<file path="config.mk">
export PLATFORM = sky130hd
export DESIGN_NAME = marching_squares_segments_top
export DESIGN_NICKNAME = d
export VERILOG_FILES = /design/src/hw/rtl/mss_pkg.sv /design/src/hw/rtl/mss_line_ram.sv /design/src/hw/rtl/mss_div.sv /design/src/hw/rtl/marching_squares_segments_top.sv
export SDC_FILE = /design/constraint.sdc
export NUM_CORES = 2
export LEC_CHECK = 0
export BUFFER_PORTS_ARGS = -buffer_cell sky130_fd_sc_hd__buf_2
export CAP_MARGIN = 15
export CORE_MARGIN = 10
export CORE_UTILIZATION = 55
export CTS_BUF_LIST = sky130_fd_sc_hd__clkbuf_4 sky130_fd_sc_hd__clkbuf_8
export CTS_CLUSTER_SIZE = 14
export DETAILED_ROUTE_END_ITERATION = 8
export MAX_ROUTING_LAYER = met4
export PLACE_DENSITY_LB_ADDON = 0.08
export RECOVER_POWER = 25
export SLEW_MARGIN = 20
export SYNTH_ARGS = -nofsm -noshare
export SYNTH_HDL_FRONTEND = slang
export SYNTH_SLANG_ARGS = --single-unit
</file>
<file path="constraint.sdc">
create_clock -name clk -period 17.2 [get_ports clk]
set_input_delay 2.58 -clock clk [delete_from_list [all_inputs] [get_ports clk]]
set_output_delay 2.58 -clock clk [all_outputs]
set_load 0.1 [all_outputs]
</file>
<file path="src/hw/rtl/mss_pkg.sv">
// Package: constants, types and helpers for the marching squares segment block.
package mss_pkg;
  localparam int MaxWidth     = 128;
  localparam int MaxHeight    = 128;
  localparam int FractionBits = 16;
  localparam int SampleW      = 24;
  localparam int EdgeW        = 15;
  localparam int CoordW       = 23;
  localparam int ColW         = $clog2(MaxWidth + 1);
  localparam int RowW         = $clog2(MaxHeight + 1);
  localparam int AddrW        = $clog2(MaxWidth);
  localparam int DiffW        = SampleW + 1;
  localparam int TW           = FractionBits + 1;

  localparam logic [1:0] RegWidth  = 2'd0;
  localparam logic [1:0] RegHeight = 2'd1;
  localparam logic [1:0] RegLevel  = 2'd2;

  typedef enum logic [2:0] {
    ST_IDLE, ST_READ, ST_SETUP, ST_DIV, ST_EMIT
  } state_t;

  typedef struct packed {
    logic             start;
    logic [DiffW-1:0] num;
    logic [DiffW-1:0] den;
  } div_req_t;

  typedef struct packed {
    logic          done;
    logic [TW-1:0] t;
  } div_rsp_t;
endpackage

</file>
<file path="src/hw/rtl/mss_line_ram.sv">
// Line buffer: one-port synchronous RAM holding the previous row.
module mss_line_ram (
  input  logic                              clk,
  input  logic                              we,
  input  logic [mss_pkg::AddrW-1:0]         addr,
  input  logic signed [mss_pkg::SampleW-1:0] wdata,
  output logic signed [mss_pkg::SampleW-1:0] rdata
);
  logic signed [mss_pkg::SampleW-1:0] mem [mss_pkg::MaxWidth];

  always_ff @(posedge clk) begin
    if (we) begin
      mem[addr] <= wdata;
    end
    rdata <= mem[addr];
  end
endmodule

</file>
<file path="src/hw/rtl/mss_div.sv">
// Restoring divider: fraction t = num/den, one quotient bit per cycle.
module mss_div (
  input  logic              clk,
  input  logic              rst_n,
  input  mss_pkg::div_req_t req,
  output mss_pkg::div_rsp_t rsp
);
  localparam int CntW = $clog2(mss_pkg::TW + 1);
  logic [mss_pkg::DiffW:0]   rem_r, rem_nxt;
  logic [mss_pkg::DiffW-1:0] den_r, den_nxt;
  logic [mss_pkg::TW-1:0]    q_r, q_nxt;
  logic [CntW-1:0]           cnt_r, cnt_nxt;
  logic                      busy_r, busy_nxt;
  logic                      done_r, done_nxt;
  logic [mss_pkg::DiffW:0]   trial;

  always_comb begin
    rem_nxt  = rem_r;
    den_nxt  = den_r;
    q_nxt    = q_r;
    cnt_nxt  = cnt_r;
    busy_nxt = busy_r;
    done_nxt = 1'b0;
    trial    = {rem_r[mss_pkg::DiffW-1:0], 1'b0} - {1'b0, den_r};
    if (req.start) begin
      rem_nxt  = {1'b0, req.num};
      den_nxt  = req.den;
      q_nxt    = '0;
      cnt_nxt  = CntW'(mss_pkg::FractionBits);
      busy_nxt = 1'b1;
    end else if (busy_r) begin
      if (!trial[mss_pkg::DiffW]) begin
        rem_nxt = trial;
        q_nxt   = {q_r[mss_pkg::TW-2:0], 1'b1};
      end else begin
        rem_nxt = {rem_r[mss_pkg::DiffW-1:0], 1'b0};
        q_nxt   = {q_r[mss_pkg::TW-2:0], 1'b0};
      end
      cnt_nxt = cnt_r - 1'b1;
      if (cnt_r == CntW'(1)) begin
        busy_nxt = 1'b0;
        done_nxt = 1'b1;
      end
    end
  end

  always_ff @(posedge clk) begin
    if (!rst_n) begin
      busy_r <= 1'b0;
      done_r <= 1'b0;
      cnt_r  <= '0;
    end else begin
      busy_r <= busy_nxt;
      done_r <= done_nxt;
      cnt_r  <= cnt_nxt;
    end
    rem_r <= rem_nxt;
    den_r <= den_nxt;
    q_r   <= q_nxt;
  end

  assign rsp.done = done_r;
  assign rsp.t    = q_r;

  a_done_after_busy: assert property (@(posedge clk) disable iff (!rst_n)
    done_r |-> $past(busy_r)) else $error("divider done without busy");
  a_q_le_one: assert property (@(posedge clk) disable iff (!rst_n)
    done_r |-> q_r <= mss_pkg::TW'(1 << mss_pkg::FractionBits))
    else $error("quotient above one");
  a_no_busy_done: assert property (@(posedge clk) disable iff (!rst_n)
    done_r |-> !busy_r) else $error("done while busy");
endmodule

</file>
<file path="src/hw/rtl/marching_squares_segments_top.sv">
// Top level: marching squares isoline segment generator.
// Height samples enter on in_valid/in_stall in raster order, south row first,
// west to east; each sample is one transfer. The previous row lives in a
// one-port line RAM. A sample at column > 0 and row > 0 completes a cell and
// yields zero, one or two segments on out_valid/out_stall, one per transfer.
// Per sample: the sample is taken, the RAM is read, a setup step follows, then
// four crossing slots, each resolved directly or, when the crossing lies strictly
// inside the edge, through the shared serial divider (up to four do), then each
// segment is held on the outputs until it is transferred. A sample with no cell
// or no crossing returns to idle after the setup, skipping slots and output.
// A new sample is taken only after the previous one is fully delivered.
// While the receiver stalls, the output register and all fields hold.
// Reset (synchronous, rst_n low) sets width and height to 128, level to 0
// and the position to column 0, row 0; the line RAM holds garbage until row 0
// writes it. Writing width or height returns the position to the origin. cfg_we,
// cfg_index and cfg_data write a register; write only when idle (not enforced).
module marching_squares_segments_top (
  input  logic                               clk,
  input  logic                               rst_n,
  input  logic                               cfg_we,
  input  logic [1:0]                         cfg_index,
  input  logic [23:0]                        cfg_data,
  input  logic                               in_valid,
  output logic                               in_stall,
  input  logic signed [mss_pkg::SampleW-1:0] in_height_sample,
  output logic                               out_valid,
  input  logic                               out_stall,
  output logic [mss_pkg::EdgeW-1:0]          out_first_edge,
  output logic [mss_pkg::CoordW-1:0]         out_first_x,
  output logic [mss_pkg::CoordW-1:0]         out_first_y,
  output logic [mss_pkg::EdgeW-1:0]          out_second_edge,
  output logic [mss_pkg::CoordW-1:0]         out_second_x,
  output logic [mss_pkg::CoordW-1:0]         out_second_y,
  output logic                               out_last_of_cell
);
  localparam int SW = mss_pkg::SampleW;
  localparam int DW = mss_pkg::DiffW;
  localparam int TW = mss_pkg::TW;
  localparam int CW = mss_pkg::ColW;
  localparam int RW = mss_pkg::RowW;
  localparam int FB = mss_pkg::FractionBits;

  mss_pkg::state_t state_r, state_nxt;

  logic [7:0]          width_r, height_r;
  logic signed [SW-1:0] level_r;
  logic [CW-1:0]       col_r, col_nxt;
  logic [RW-1:0]       row_r, row_nxt;
  logic [CW-1:0]       w_eff, col_cur;
  logic [RW-1:0]       h_eff, row_cur;
  logic signed [SW-1:0] s_r, left_r, aleft_r;
  logic [CW-1:0]       cx_r;
  logic [RW-1:0]       cy_r;
  logic                cell_r;
  logic [3:0]          idx_r;
  logic [TW-1:0]       tb_r, tt_r, tl_r, tr_r;
  logic [1:0]          dsel_r;
  logic                dpend_r;
  logic                seg_r;
  logic signed [SW-1:0] above;

  logic ram_we;
  logic in_fire, out_fire;
  mss_pkg::div_req_t dreq;
  mss_pkg::div_rsp_t drsp;

  assign in_fire  = in_valid && !in_stall;
  assign out_fire = out_valid && !out_stall;
  assign in_stall = (state_r != mss_pkg::ST_IDLE);

  always_comb begin
    if (width_r < 8'd2) w_eff = CW'(2);
    else if (32'(width_r) > mss_pkg::MaxWidth) w_eff = CW'(mss_pkg::MaxWidth);
    else w_eff = CW'(width_r);
    if (height_r < 8'd2) h_eff = RW'(2);
    else if (32'(height_r) > mss_pkg::MaxHeight) h_eff = RW'(mss_pkg::MaxHeight);
    else h_eff = RW'(height_r);
    col_cur = (col_r >= w_eff) ? '0 : col_r;
    row_cur = (row_r >= h_eff) ? '0 : row_r;
  end

  assign ram_we = in_fire;
  mss_line_ram u_ram (
    .clk   (clk),
    .we    (ram_we),
    .addr  (col_cur[mss_pkg::AddrW-1:0]),
    .wdata (in_height_sample),
    .rdata (above)
  );

  logic signed [SW-1:0] a00_r;
  logic signed [SW-1:0] a10_r;

  // crossing operands for divider slot: 0 bottom, 1 top, 2 left, 3 right
  logic signed [SW-1:0] va, vb;
  logic signed [DW-1:0] num, den;
  logic [DW-1:0]        unum, uden;
  logic [TW-1:0]        t_fast;
  logic                 need_div;
  always_comb begin
    unique case (dsel_r)
      2'd0: begin va = a00_r;  vb = a10_r; end
      2'd1: begin va = left_r; vb = s_r;   end
      2'd2: begin va = a00_r;  vb = left_r; end
      default: begin va = a10_r; vb = s_r; end
    endcase
    num = DW'(level_r) - DW'(va);
    den = DW'(vb) - DW'(va);
    if (den[DW-1]) begin
      unum = DW'(-num);
      uden = DW'(-den);
    end else begin
      unum = num;
      uden = den;
    end
    need_div = 1'b0;
    if (den == '0) t_fast = TW'(1 << (FB - 1));
    else if ($signed(unum) <= 0) t_fast = '0;
    else if (unum >= uden) t_fast = TW'(1 << FB);
    else begin
      t_fast   = '0;
      need_div = 1'b1;
    end
  end

  assign dreq.start = (state_r == mss_pkg::ST_DIV) && !dpend_r && need_div;
  assign dreq.num   = unum;
  assign dreq.den   = uden;

  mss_div u_div (.clk(clk), .rst_n(rst_n), .req(dreq), .rsp(drsp));

  logic slot_done;
  logic [TW-1:0] slot_t;
  always_comb begin
    slot_done = 1'b0;
    slot_t    = t_fast;
    if (state_r == mss_pkg::ST_DIV) begin
      if (!dpend_r && !need_div) slot_done = 1'b1;
      if (dpend_r && drsp.done) begin
        slot_done = 1'b1;
        slot_t    = drsp.t;
      end
    end
  end

  logic two_seg;
  assign two_seg = (idx_r == 4'd5) || (idx_r == 4'd10);

  logic [3:0] idx_c;
  always_comb begin
    idx_c[0] = (a00_r >= level_r);
    idx_c[1] = (a10_r >= level_r);
    idx_c[2] = (s_r >= level_r);
    idx_c[3] = (left_r >= level_r);
  end

  always_comb begin
    state_nxt = state_r;
    unique case (state_r)
      mss_pkg::ST_IDLE:  if (in_fire) state_nxt = mss_pkg::ST_READ;
      mss_pkg::ST_READ:  state_nxt = mss_pkg::ST_SETUP;
      mss_pkg::ST_SETUP: begin
        if (!cell_r || idx_c == 4'd0 || idx_c == 4'd15) state_nxt = mss_pkg::ST_IDLE;
        else state_nxt = mss_pkg::ST_DIV;
      end
      mss_pkg::ST_DIV:   if (slot_done && dsel_r == 2'd3) state_nxt = mss_pkg::ST_EMIT;
      mss_pkg::ST_EMIT:  if (out_fire && (seg_r || !two_seg)) state_nxt = mss_pkg::ST_IDLE;
      default:           state_nxt = mss_pkg::ST_IDLE;
    endcase
  end

  always_comb begin
    col_nxt = col_cur + 1'b1;
    row_nxt = row_cur;
    if (col_nxt >= w_eff) begin
      col_nxt = '0;
      row_nxt = row_cur + 1'b1;
      if (row_nxt >= h_eff) row_nxt = '0;
    end
  end

  always_ff @(posedge clk) begin
    if (!rst_n) begin
      state_r  <= mss_pkg::ST_IDLE;
      width_r  <= 8'd128;
      height_r <= 8'd128;
      level_r  <= '0;
      col_r    <= '0;
      row_r    <= '0;
      dpend_r  <= 1'b0;
      seg_r    <= 1'b0;
      dsel_r   <= '0;
    end else begin
      state_r <= state_nxt;
      if (cfg_we) begin
        case (cfg_index)
          mss_pkg::RegWidth: begin
            width_r <= cfg_data[7:0]; col_r <= '0; row_r <= '0;
          end
          mss_pkg::RegHeight: begin
            height_r <= cfg_data[7:0]; col_r <= '0; row_r <= '0;
          end
          mss_pkg::RegLevel: level_r <= cfg_data;
          default: ;
        endcase
      end else if (in_fire) begin
        col_r <= col_nxt;
        row_r <= row_nxt;
      end
      if (state_r == mss_pkg::ST_SETUP) begin
        dsel_r  <= '0;
        dpend_r <= 1'b0;
        seg_r   <= 1'b0;
      end
      if (state_r == mss_pkg::ST_DIV) begin
        if (dreq.start) dpend_r <= 1'b1;
        if (slot_done) begin
          dpend_r <= 1'b0;
          dsel_r  <= dsel_r + 1'b1;
        end
      end
      if (state_r == mss_pkg::ST_EMIT && out_fire) seg_r <= 1'b1;
    end
    if (in_fire) begin
      s_r    <= in_height_sample;
      left_r <= s_r;
      cell_r <= (col_cur != '0) && (row_cur != '0);
      cx_r   <= col_cur - 1'b1;
      cy_r   <= row_cur - 1'b1;
      a10_r  <= a10_r;
    end
    if (state_r == mss_pkg::ST_READ) begin
      a00_r   <= aleft_r;
      a10_r   <= above;
      aleft_r <= above;
    end
    if (state_r == mss_pkg::ST_SETUP) idx_r <= idx_c;
    if (slot_done) begin
      case (dsel_r)
        2'd0: tb_r <= slot_t;
        2'd1: tt_r <= slot_t;
        2'd2: tl_r <= slot_t;
        default: tr_r <= slot_t;
      endcase
    end
  end

  // left_r must be the previous sample, s_r is current: fix ordering at accept
  // (left_r takes the old s_r on the same edge s_r takes the new sample).

  // endpoint assembly
  localparam int CoordWL = 40;
  localparam int EW = CW + RW + 2;
  logic [CoordWL-1:0] xf, yf, one;
  logic [EW-1:0] node, eb, et, el, er;
  logic [CoordWL-1:0] pbx, pby, ptx, pty, plx, ply, prx, pry;
  always_comb begin
    xf   = CoordWL'(cx_r) << FB;
    yf   = CoordWL'(cy_r) << FB;
    one  = CoordWL'(1) << FB;
    node = EW'(cy_r) * EW'(w_eff) + EW'(cx_r);
    eb   = node << 1;
    et   = (node + EW'(w_eff)) << 1;
    el   = (node << 1) + EW'(1);
    er   = ((node + EW'(1)) << 1) + EW'(1);
    pbx = xf + CoordWL'(tb_r); pby = yf;
    ptx = xf + CoordWL'(tt_r); pty = yf + one;
    plx = xf;                  ply = yf + CoordWL'(tl_r);
    prx = xf + one;            pry = yf + CoordWL'(tr_r);
  end

  always_comb begin
    out_first_edge  = '0; out_first_x  = '0; out_first_y  = '0;
    out_second_edge = '0; out_second_x = '0; out_second_y = '0;
    case (idx_r)
      4'd1, 4'd14: begin
        out_first_edge = el[14:0]; out_first_x = plx[22:0]; out_first_y = ply[22:0];
        out_second_edge = eb[14:0]; out_second_x = pbx[22:0]; out_second_y = pby[22:0];
      end
      4'd2, 4'd13: begin
        out_first_edge = eb[14:0]; out_first_x = pbx[22:0]; out_first_y = pby[22:0];
        out_second_edge = er[14:0]; out_second_x = prx[22:0]; out_second_y = pry[22:0];
      end
      4'd3, 4'd12: begin
        out_first_edge = el[14:0]; out_first_x = plx[22:0]; out_first_y = ply[22:0];
        out_second_edge = er[14:0]; out_second_x = prx[22:0]; out_second_y = pry[22:0];
      end
      4'd4, 4'd11: begin
        out_first_edge = er[14:0]; out_first_x = prx[22:0]; out_first_y = pry[22:0];
        out_second_edge = et[14:0]; out_second_x = ptx[22:0]; out_second_y = pty[22:0];
      end
      4'd6, 4'd9: begin
        out_first_edge = eb[14:0]; out_first_x = pbx[22:0]; out_first_y = pby[22:0];
        out_second_edge = et[14:0]; out_second_x = ptx[22:0]; out_second_y = pty[22:0];
      end
      4'd7, 4'd8: begin
        out_first_edge = el[14:0]; out_first_x = plx[22:0]; out_first_y = ply[22:0];
        out_second_edge = et[14:0]; out_second_x = ptx[22:0]; out_second_y = pty[22:0];
      end
      4'd5: begin
        if (!seg_r) begin
          out_first_edge = el[14:0]; out_first_x = plx[22:0]; out_first_y = ply[22:0];
          out_second_edge = et[14:0]; out_second_x = ptx[22:0]; out_second_y = pty[22:0];
        end else begin
          out_first_edge = eb[14:0]; out_first_x = pbx[22:0]; out_first_y = pby[22:0];
          out_second_edge = er[14:0]; out_second_x = prx[22:0]; out_second_y = pry[22:0];
        end
      end
      4'd10: begin
        if (!seg_r) begin
          out_first_edge = el[14:0]; out_first_x = plx[22:0]; out_first_y = ply[22:0];
          out_second_edge = eb[14:0]; out_second_x = pbx[22:0]; out_second_y = pby[22:0];
        end else begin
          out_first_edge = er[14:0]; out_first_x = prx[22:0]; out_first_y = pry[22:0];
          out_second_edge = et[14:0]; out_second_x = ptx[22:0]; out_second_y = pty[22:0];
        end
      end
      default: ;
    endcase
  end

  assign out_valid        = (state_r == mss_pkg::ST_EMIT);
  assign out_last_of_cell = !two_seg || seg_r;

  a_no_in_while_busy: assert property (@(posedge clk) disable iff (!rst_n)
    in_fire |-> state_r == mss_pkg::ST_IDLE) else $error("accept while busy");
  a_emit_nonempty: assert property (@(posedge clk) disable iff (!rst_n)
    out_valid |-> idx_r != 4'd0 && idx_r != 4'd15) else $error("emit for empty case");
  a_second_only_saddle: assert property (@(posedge clk) disable iff (!rst_n)
    (out_valid && seg_r) |-> two_seg) else $error("second segment without saddle");
endmodule

</file>
After elaboration in Yosys (flattened, before gate mapping)
Memories as Yosys holds them, arrays and structs flattened. A register that Yosys moved wholly into a read port is not among the register bits.
Cells that the tools add are included.
{ "word_totals": {"latch_bits": 0, "rom_bits": 0, "reg_bits": 322, "mem_count": 1, "ram_bits": 3072, "out_inout_bits": 125} }
{ "op_classes": {"muxes": 73, "n_mul": 1, "bitwise_logic": 3, "shifts": 0, "addsub": 22, "n_div": 0, "magnitude_cmp": 14, "eq_ne": 29, "reduce_logical": 51} }
{ "memory_table": {"columns": ["name", "depth", "width", "read_ports", "rd_clocked_by_memory_dff", "wr", "line", "source"], "rows": [
  ["u_ram.mem", 128, 24, 1, 1, 1, "mss_line_ram.sv:9", "logic signed [mss_pkg::SampleW-1:0] mem [mss_pkg::MaxWidth];"]
]} }
{ "ops": {"columns": ["operator", "n"], "rows": [
  ["$pmux 23 s5", 4],
  ["$mux 23", 8],
  ["$pmux 15 s5", 2],
  ["$mux 25", 5],
  ["$mux 8", 14],
  ["$ge 24x24->1", 4],
  ["$pmux 24 s2", 2],
  ["$add 23x17->23", 4],
  ["$mux 17", 5],
  ["$mux 15", 4],
  ["$neg 25->25", 2],
  ["$sub 24x24->25", 2],
  ["$add 23x17->23 const B", 2],
  ["$eq 4x4->1 const B", 8],
  ["$ge 8x8->1", 4],
  ["$add 15x1->15 const B", 2],
  ["$add 14x8->14", 2],
  ["$sub 26x25->26", 1],
  ["$ge 25x25->1", 1],
  ["$le 25x1->1 const B", 1],
  ["$logic_not 25->1", 1],
  ["$mux 1", 19],
  ["$add 8x1->8 const B", 2],
  ["$eq 4x3->1 const B", 4],
  ["37 further kinds", 90]
]} }

Logic depth before layout (Yosys ltp)
{ "logic_depth": {"word_depth": 18, "ltp_mapped": 37, "ltp_nobuf": 32} }

By module
Synthesis repeated with hierarchy kept, for this count alone.
{ "unflattened": {"cells_unflattened": 9991, "area_unflattened_um2": 146249.0} }
{ "modules_own_cells": {"columns": ["mod", "cells_per_inst", "seq_area_each_um2", "instances", "area_each_um2"], "rows": [
  ["mss_line_ram", 6798, 92728.9, 1, 118118.3],
  ["marching_squares_segments_top", 2722, 6816.5, 1, 23585.1],
  ["mss_div", 471, 1981.9, 1, 4545.6]
]} }

Least setup slack after synthesis
OpenSTA, ideal clock, no wires.
{ "synth_path": {"kind": "reg-to-output", "from": "reg width_r[3]", "to": "out out_second_edge[11] in the netlist's numbering", "arrival_ns": 7.330, "slack_ns": 7.290, "stages_incl_launch_ff": 22, "path_cell_list": "dfxtp_1 nor4_1 nand2_1 a21oi_1 nand2_1 fa_1 inv_1 fa_1 inv_1 fa_1 fa_1 inv_1 ha_1 xnor2_1 ha_1 nor2b_1 o21ai_0 nand2b_1 and2_1 a21oi_1 nor4b_1 o21ai_0"} }
{ "synth_between": {"elab_chain_cells": 9} }
{ "synth_rtl": {"columns": ["item", "line", "source"], "rows": [
  ["from (decl)", "marching_squares_segments_top.sv:45", "logic [7:0] width_r, height_r;"],
  ["from (signal assigned)", "marching_squares_segments_top.sv:185", "width_r <= 8'd128;"],
  ["from (signal assigned)", "marching_squares_segments_top.sv:198", "width_r <= cfg_data[7:0]; col_r <= '0; row_r <= '0;"],
  ["$gt 8x8->1", "marching_squares_segments_top.sv:73", "else if (32'(width_r) > mss_pkg::MaxWidth) w_eff = CW'(mss_pkg::MaxWidth);"],
  ["$mux 8", "marching_squares_segments_top.sv:73", null],
  ["$mux 8 *", "marching_squares_segments_top.sv:72", "if (width_r < 8'd2) w_eff = CW'(2);"],
  ["$mul 8x8->14", "marching_squares_segments_top.sv:261", "node = EW'(cy_r) * EW'(w_eff) + EW'(cx_r);"],
  ["$add 14x8->14", "marching_squares_segments_top.sv:261", null],
  ["$add 14x1->14", "marching_squares_segments_top.sv:265", "er = ((node + EW'(1)) << 1) + EW'(1);"],
  ["$add 15x1->15", "marching_squares_segments_top.sv:265", null],
  ["$mux 15", "marching_squares_segments_top.sv:301", "if (!seg_r) begin"],
  ["$pmux 15 s5 *", "marching_squares_segments_top.sv:275", "case (idx_r)"],
  ["to (decl)", "marching_squares_segments_top.sv:31", "output logic [mss_pkg::EdgeW-1:0] out_second_edge,"]
]} }
Every way passes the cells marked *; elsewhere a longest branch is shown, timed or not.

Worst setup path in the final report
{ "layout_path": {"from": "reg width_r[3]", "to": "out out_second_edge[14] in the netlist's numbering"} }
Same word-level chain as after synthesis.

==> impl_metrics.csv <==
group,metric,value,unit
run_status,outcome,"finished with violations",
run_status,violations,"capacitance limit, slew limit",
logic_synthesis,async_reset_ff_frac,0,
setup_path,crit_arrival,8.04,ns
placed_design,hpwlAfterDp,273000,µm
logic_synthesis,synth-main-ff-cell,"edfxtp_1",
setup_path,critPathRequiredTime,14.62,ns
timing,fin_tns_setup,0,ns
timing,tightest_slew,4.89,ns
setup_path,criticalPathCategory,"reg2out",
routing,viasPerCell,6.85,
clocking,cts_resized,0,
clocking,clk_path_buf_depth,4,
setup_path,cp-startpoint,"width_r[3]",
layout,fin_nets,10183,
global_route,grt_overflow_total,0,
routing,drc,0,
timing,fmax,0.0942,GHz
timing,setup_viol,0,
global_route,antenna_found_initial,21,
placed_design,portBuffers,179,
flow_run,drv_cap,37,
logic_synthesis,yosys.cell_count.top_type,"edfxtp_1",
timing,slew_headroom,-2.26,
routing,dr_total_vias,93110,
power,leakage,50.8,nW
timing,timing.final.crit_share,0.617,
logic_synthesis,ys_ff_latch,3418,
logic_synthesis,synthesis.area,0.142,mm²
floorplanning,die_x,529,µm
clocking,cts_setup_buffers,0,
layout,fill_cells,19094,
logic_synthesis,synth_area_per_cell,15.1,µm²
logic_synthesis,yosysTopAreaCellShare,0.698,
setup_path,start_kind,"register",
clocking,cts_buffers,558,
placed_design,dp.cells,12621,
floorplanning,initial_utilization,0.553,
clocking,h-tree-depth,6,
routing,wl_per_cell,33.5,µm
global_route,grt_pass1_wl,649000,µm
logic_synthesis,syn_nets,9793,
logic_synthesis,synth-edff-count,3307,
clocking,clockRootBuffer,"clkbuf_8",
global_route,grt_usage,0.325,
logic_synthesis,synthTopCellsByArea,"edfxtp_1, a22oi_1, ha_1",
placed_design,place_ws,7.17,ns
timing,rsz0062_at_grt,"no",
layout,area_growth,11.6,%
layout,layout.cells.non_filler,13593,
global_route,grt_pass1_vias,90193,
min_path,hold_path.class,"reg2reg",
power,power_density,114,mW/mm²
setup_path,cp_max_fo,11,
setup_path,r2r-start,"dsel_r[0]",
timing,hold_viol,0,
routing,drt_wl_total,456000,µm
global_route,grt_max_degree,115,
clocking,cts_tree,"yes",
floorplanning,rows,186,
routing,drtAntennaViolNets,0,
power,vdd_ir_drop_max,0.0858,mV
timing,finalWorstPathRequiredPeriod,10.62,ns
setup_path,end_kind,"primary output",
logic_synthesis,synth_warnings,0,
floorplanning,die_area,0.279,mm²
logic_synthesis,synthTopCellsByCount,"edfxtp_1, a22oi_1, clkbuf_1, a31oi_1, nand2_1",
logic_synthesis,synth_seq_area_share,0.713,
clocking,clock_latency,1.20,ns
placed_design,gp_congestion,0.935,
clocking,cts.sinks,3418,
timing,clock_skew,0.146,ns
floorplanning,io_pins,180,
timing,whs,0.399,ns
layout,drive_above_1_share,0.159,
floorplanning,fp.dieH,529,µm
logic_synthesis,yosysUniqueCellTypes,114,
clocking,postCtsHoldBufs,0,
timing,final_max_slew_viol_count,2168,
logic_synthesis,yosys.area.top_type,"edfxtp_1",
min_path,hold_start,"u_ram.rdata[20]",
floorplanning,core,0.257,mm²
timing,worst_slack,6.58,ns
routing,drt_iter0_markers,12543,
routing,dr.pass1.iters,9,
logic_synthesis,syn_inst,9407,
clocking,clk_pin_slew_worst_paths,0.06,ns
-- stage by stage --
step / area [µm²] / power [mW] / utilization
CTS: 159000 / 18.2 / 0.618
global route: 159000 / 18.7 / 0.618
detailed placement: 148000 / 11.4 / 0.577
finish: 159000 / 18.1 / 0.618
floorplan: 142000 / 10.7 / -
global placement: 148000 / 11.4 / 0.577
-- metal layers --
metal  part of all wire  vias up  GRT usage
met3               0.10      971     0.0636
met4              0.052        0      0.149
met1               0.38    47024      0.422
met2               0.47     5755      0.498
li1                   -    39360          -
met5                  0        -          -
-- layout make-up --
cell class                      count  area (µm²)  area share
Tap cell                         3384        4230      0.0267
Sequential cell                  3418      102000       0.639
Multi-Input combinational cell   5072       38100       0.240
Inverter                          245         927     0.00584
Timing Repair Buffer              502        3380      0.0213
Clock inverter                    192        1380     0.00870
Clock buffer                      760        9240      0.0582
Antenna cell                       20        50.0    0.000315
-- sequential cells by signal (all words and copies together), names as in the netlist, 24 cells and up --
signal       flops
a10_r           24
level_r         24
u_ram.rdata     24
u_div.rem_r     25
s_r             24
u_ram.mem     3072
left_r          24
a00_r           24
u_div.den_r     25
-- layout by cell type, fill, tap and decap left out, drive strengths merged, types with 144 or more instances in the layout --
master,Yosys,layout
edfxtp,3307,3307
nand3,279,279
a221oi,287,287
a31oi,370,370
a21oi,230,230
buf,82,463
clkinv,2,144
a22oi,789,789
nor2,348,348
a211oi,220,220
a22o,348,348
clkbuf,590,799
o21ai,158,158
nand2,354,354
inv,243,269
ha,284,284
-- report_power, final --
part | internal [mW] | leakage, nW | switching, mW
sequential | 9.22 | 30.6 | 0.0595
combinational | 0.541 | 14.5 | 1.43
clock | 3.62 | 5.59 | 3.23
total | 13.4 | 50.8 | 4.73
-- logic make-up after synthesis --
logic type / synth area share
multiplexers: 0.00747
AO/OA/AOI/OAI: 0.164
flip-flops: 0.713
adder cells (fa/ha/maj): 0.0318
buffers and inverters: 0.0244
XOR/XNOR: 0.0102
AND/OR/NAND/NOR: 0.0490
-- critical path, stage by stage (launching register included) --
cell	delay [ns]
dfxtp_1	0.32
nor4_1	0.29
nand2_1	0.10
a21oi_1	0.83
nand2_1	0.16
fa_1	0.52
inv_1	0.05
fa_1	0.50
inv_1	0.06
fa_1	0.50
fa_1	0.50
inv_1	0.04
ha_1	0.33
inv_1	0.06
o21bai_1	0.17
a21oi_1	0.13
o21bai_1	0.14
a21oi_1	0.11
xnor2_1	0.67
and2_1	0.27
nand2_1	0.08
nor3_1	0.28
xnor2_1	0.10
o221ai_1	0.25
buf_2	0.48
-- path summary, 6_finish.rpt --
kind                                             to  slack, ns  cells past startpoint
worst max-delay path            out_second_edge[14]       6.58                     24
worst min-delay path                      a10_r[20]       0.40                      0
worst min register to register            a10_r[20]       0.40                      0
worst max register to register      u_div.rem_r[21]       7.09                     31
No activity file was read; power rests on OpenSTA's default activity.
